### src/sv/slt_pkg.sv
package slt_pkg;

  localparam int unsigned TableDepth = 256;
  localparam int unsigned IdxW  = (TableDepth > 1) ? $clog2(TableDepth) : 1;
  localparam int unsigned CntW  = $clog2(TableDepth + 1);
  localparam int unsigned DistW = 18;
  localparam int unsigned DivW  = 43;
  localparam int unsigned DivCntW = 6;

  localparam logic [1:0] OpClear    = 2'd0;
  localparam logic [1:0] OpAppend   = 2'd1;
  localparam logic [1:0] OpLookup   = 2'd2;
  localparam logic [1:0] OpReserved = 2'd3;

  localparam logic [1:0] ModeNone    = 2'd0;
  localparam logic [1:0] ModeExact   = 2'd1;
  localparam logic [1:0] ModeInterp  = 2'd2;
  localparam logic [1:0] ModeNearest = 2'd3;

  typedef struct packed {
    logic [1:0]  opcode;
    logic [2:0]  stage_kind;
    logic [7:0]  digit_count;
    logic [7:0]  limb_count;
    logic [7:0]  card_total;
    logic        key_cached;
    logic [15:0] in_bucket;
    logic [15:0] out_bucket;
    logic [31:0] entry_latency;
  } in_item_t;

  typedef struct packed {
    logic        hit_found;
    logic [1:0]  match_mode;
    logic [31:0] latency_out;
  } out_item_t;

  typedef enum logic [2:0] {
    SEL_NONE,
    SEL_EXACT,
    SEL_INTERP,
    SEL_LO,
    SEL_HI,
    SEL_BEST
  } res_sel_e;

  typedef struct packed {
    logic     scan_start;
    logic     scan_pass;
    logic     mul_start;
    logic     div_load;
    logic     res_load;
    res_sel_e res_sel;
  } cmd_t;

  typedef struct packed {
    logic scan_done;
    logic div_done;
    logic out_busy;
    logic exact_hit;
    logic any_stage;
    logic have_lo;
    logic have_hi;
  } sts_t;

endpackage

### src/sv/slt_ctrl.sv
module slt_ctrl (
  input  logic                clk_i,
  input  logic                rst_ni,
  input  logic                in_valid_i,
  input  logic [1:0]          in_opcode_i,
  output logic                in_ready_o,
  input  slt_pkg::sts_t       sts_i,
  output slt_pkg::cmd_t       cmd_o
);

  typedef enum logic [2:0] {
    S_IDLE,
    S_SCAN0,
    S_SCAN1,
    S_DIVL,
    S_DIV,
    S_FIN
  } state_e;

  state_e            state_q;
  slt_pkg::cmd_t     cmd_q;
  slt_pkg::res_sel_e sel_q;

  assign in_ready_o = (state_q == S_IDLE);
  assign cmd_o      = cmd_q;

  always_ff @(posedge clk_i or negedge rst_ni) begin
    if (!rst_ni) begin
      state_q <= S_IDLE;
      cmd_q   <= '0;
      sel_q   <= slt_pkg::SEL_NONE;
    end else begin
      cmd_q.scan_start <= 1'b0;
      cmd_q.mul_start  <= 1'b0;
      cmd_q.div_load   <= 1'b0;
      cmd_q.res_load   <= 1'b0;
      unique case (state_q)
        S_IDLE: begin
          if (in_valid_i && in_opcode_i == slt_pkg::OpLookup) begin
            cmd_q.scan_start <= 1'b1;
            cmd_q.scan_pass  <= 1'b0;
            state_q          <= S_SCAN0;
          end
        end
        S_SCAN0: begin
          if (sts_i.scan_done) begin
            if (sts_i.exact_hit) begin
              sel_q   <= slt_pkg::SEL_EXACT;
              state_q <= S_FIN;
            end else if (!sts_i.any_stage) begin
              sel_q   <= slt_pkg::SEL_NONE;
              state_q <= S_FIN;
            end else if (sts_i.have_lo && sts_i.have_hi) begin
              cmd_q.mul_start <= 1'b1;
              state_q         <= S_DIVL;
            end else if (sts_i.have_lo) begin
              sel_q   <= slt_pkg::SEL_LO;
              state_q <= S_FIN;
            end else if (sts_i.have_hi) begin
              sel_q   <= slt_pkg::SEL_HI;
              state_q <= S_FIN;
            end else begin
              cmd_q.scan_start <= 1'b1;
              cmd_q.scan_pass  <= 1'b1;
              state_q          <= S_SCAN1;
            end
          end
        end
        S_SCAN1: begin
          if (sts_i.scan_done) begin
            sel_q   <= slt_pkg::SEL_BEST;
            state_q <= S_FIN;
          end
        end
        S_DIVL: begin
          cmd_q.div_load <= 1'b1;
          state_q        <= S_DIV;
        end
        S_DIV: begin
          if (sts_i.div_done) begin
            sel_q   <= slt_pkg::SEL_INTERP;
            state_q <= S_FIN;
          end
        end
        S_FIN: begin
          if (!sts_i.out_busy) begin
            cmd_q.res_load <= 1'b1;
            cmd_q.res_sel  <= sel_q;
            state_q        <= S_IDLE;
          end
        end
        default: state_q <= S_IDLE;
      endcase
    end
  end

endmodule

### config.mk
export PLATFORM = sky130hd
export DESIGN_NAME = slt_ctrl
export DESIGN_NICKNAME = d
export VERILOG_FILES = /design/src/sv/slt_pkg.sv /design/src/sv/slt_ctrl.sv
export SDC_FILE = /design/constraint.sdc
export NUM_CORES = 1
export LEC_CHECK = 0
export BUFFER_PORTS_ARGS = -buffer_cell sky130_fd_sc_hd__buf_2
export CAP_MARGIN = 30
export CORE_UTILIZATION = 27
export DETAILED_ROUTE_END_ITERATION = 6
export PLACE_DENSITY = 0.56
export SLEW_MARGIN = 20
export SYNTH_ARGS = -nofsm -noshare
export SYNTH_HDL_FRONTEND = slang
export SYNTH_SLANG_ARGS = --single-unit
### constraint.sdc
create_clock -name clk_i -period 2.85 [get_ports clk_i]
set_input_delay 0.57 -clock clk_i [delete_from_list [all_inputs] [get_ports clk_i]]
set_output_delay 0.57 -clock clk_i [all_outputs]
set_load 0.1 [all_outputs]
==> results.md <==
- Largest cells by area after synthesis: dfrtp_1 40%, mux2_1 6.4%, a2111oi_4 3.1%
- Fmax: 453.0 MHz
- Clk sink count: 14
- Initial antenna violation count: 0
- Most frequent cell after synthesis: dfrtp_1
- Worst-path clk slew: 0.09 ns
- TritonRoute pass-1 iters: 4
- Worst Slack Setup Final: between 0.6 and 0.7 ns
- Area added between synthesis and finish: 17.76%
- Core area: 0.003078 sq mm
- Final-stage net count: between 100 and 150
- Max incr delay on CP: 0.64 ns
- Vias in the first global route: 640
- Critical Path Start: state_q[0]$_DFFE_PN0P_
- Hold Path Class: input port to async pin
- Final hold vios: 0
- Htree depth: 1
- CTS Buf Count: 3
- Synth unique cells: 35
- DRC: 0
- Final setup fails: 0
- Ys async rst share: 1.000
- Largest net degree at the start of global routing: 23
- Wire per inst: 11.85 um
- Clock skew: 0.01210 ns
- Total number of vias: slightly above 700
- Initial core utilization: 0.2862
- Die area: between 0.003 and 0.004 sq mm
- ANT nets after route: 0
- Critical path class: flop to output port
- # rows: 20
- CP endpoint kind: output port
- Yosys warning count: 0
- LEAKAGE: roughly 0.47 nW
- Mapped Nets: 102
- Vias per Instance: between 4 and 5
- DIE HEIGHT: 59.12 um
- Critical path buffers and inverters: 1
- Leading area contributor after synthesis: dfrtp_1
- Hold Buf Count CTS: 0
- Syn avg cell area: ~10 sq um
- Max_slew headroom: 0.5530
- Final min period: about 2.2 ns
- Post-CTS Resized: 0
- Fin crit share: 0.7746
- Total gr overflow: 0
- Req. time, crit path: 2.28 ns
- EDFF count, synth: 0
- Setup bufs post-CTS: 0
- R2R Path Start: state_q[1]$_DFFE_PN0P_
- Routability congestion estimate: 0.8078
- FF+latch count, synth: 14
- CTS Buffer Depth: 2
- Filler Cells Inserted: about 320
- Worst IR Drop VDD: 0.2639 mV
- First-pass GRT wire length: 2946 um
- DRT iter0 DRCs: 16
- Critical Path, Cell by Cell: nor3_2 -> buf_2
- Ratio of cells with drive above 1 in the final layout: 0.2925
- Root buf cell: clkbuf_4
- # IOs: 21
- Slew Limit Fails: 0
- DP HPWL: 1308 um
- Setup TNS: 0 ns
- Seq/Total Area, Yosys: 0.3977
- DP Worst Slack: between 0.9 and 1 ns
- Routed WL: about 1800 um
- Crit-path slowest cell: dfrtp_1
- I/O Buffers: 20
- Most used DFF post-synth: dfrtp_1
- Pwr/cell area: 1003 mW/mm^2
- CP max FO: 22
- Clock Latency Late Sink: 0.28 ns
- Synth Instances: 88
- Mapped Area: 880.8 sq um
- Die width: between 50 and 60 um
- Total Routing Usage GR: 0.1159
- RSZ-0062 raised after global routing: no
- Number of diodes: 0
- Status: complete, no violations
- Synth top area share: 0.3977
- CP top delay family: flip-flops
- Post-synth top cells: 14 x dfrtp_1, 7 x nor2_1, 6 x inv_1
- Maximum Capacitance Violations: 0
- CP startpoint kind: flop
- CTS tree: yes
- Worst slew pin tran: roughly 0.67 ns
- CP arrival: 1.64 ns
[worst register-to-register path, stage by stage (launching register included)]
cell and delay, ns:
dfrtp_1 0.71, nand3b_1 0.21, a21oi_1 0.10, a41oi_2 0.30, mux2_1 0.35
[power by group]
part           total, mW  internal (mW)  switching [mW]  leakage, nW
sequential         0.361          0.260           0.101        0.182
combinational      0.536          0.161           0.375        0.272
clock              0.143         0.0777          0.0653       0.0210
total               1.04          0.499           0.542        0.475
[metal layers]
layer	GRT usage	part of all wire	up-vias
met2	0.1899	0.48	21
met4	0.03061	0.0073	0
met5	0	0	-
li1	-	-	351
met3	0.05240	0.061	2
met1	0.1373	0.45	341
[metrics by stage]
| stage | cells | total power, mW | hold WS (ns) | cell area, sq um | utilization |
|---|---|---|---|---|---|
| finish | 150 | 1.041 | 0.1673 | 1037 | 0.3370 |
| global route | 150 | 1.110 | 0.1722 | 1037 | 0.3370 |
| CTS | 150 | 1.048 | 0.1661 | 1037 | 0.3370 |
| detailed placement | 146 | 0.9019 | 0.4694 | 1001 | 0.3252 |
| global placement | 146 | 0.8978 | 0.4681 | 1001 | 0.3252 |
| floorplan | 88 | 0.8372 | 0.2744 | 885.9 | - |
[final cells by class]
type	count	area (sq um)	share of cell area
multi-input cells	61	469.2	0.4524
repair buffers	20	100.1	0.09650
inverters	7	26.28	0.02533
well taps	44	55.05	0.05308
flip-flops and latches	14	350.3	0.3378
clock buffers	4	36.28	0.03498
[cells by family (layout without fill, tap and decap cells)]
kind of cell	after synthesis	in the layout	synth area share
compound gates	22	22	0.1960
buf+inv	13	31	0.07528
flops	14	14	0.3977
fa+ha+maj	2	2	0.02840
mux	7	7	0.08664
simple gates	30	30	0.2159
[flip-flops by register name, summed over array words and instances, names as in the netlist]
register  cells
cmd_o         8
sel_q         3
state_q       3
[cell usage in the layout, fill, tap and decap left out, types with 2 or more instances in the layout]
cell type / count
nand2b_1: 2
nor3_1: 3
ha_1: 2
o21ai_0: 3
o22ai_1: 3
a22oi_1: 2
nand2_1: 2
clkbuf_4: 3
nor2b_1: 3
nor2_1: 7
mux2i_1: 2
buf_2: 20
mux2_1: 5
a21oi_1: 5
nand3b_1: 3
and3_1: 3
inv_1: 6
dfrtp_1: 14
[path summary, 6_finish.rpt]
| check | to | slack (ns) | depth (start not counted) |
|---|---|---|---|
| hold / removal | state_q[1]$_DFFE_PN0P_ | 0.17 | 1 |
| setup reg to reg | sel_q[0]$_DFFE_PN0P_ | 1.06 | 4 |
| setup / recovery | in_ready_o | 0.64 | 2 |
| min in group clk_i | cmd_o[2]$_DFFE_PN0P_ | 0.48 | 1 |
| hold reg to reg | cmd_o[2]$_DFFE_PN0P_ | 0.48 | 1 |
| max in group asynchronous | cmd_o[4]$_DFF_PN0_ | 2.43 | 1 |
No activity file was read; power rests on OpenSTA's default activity.
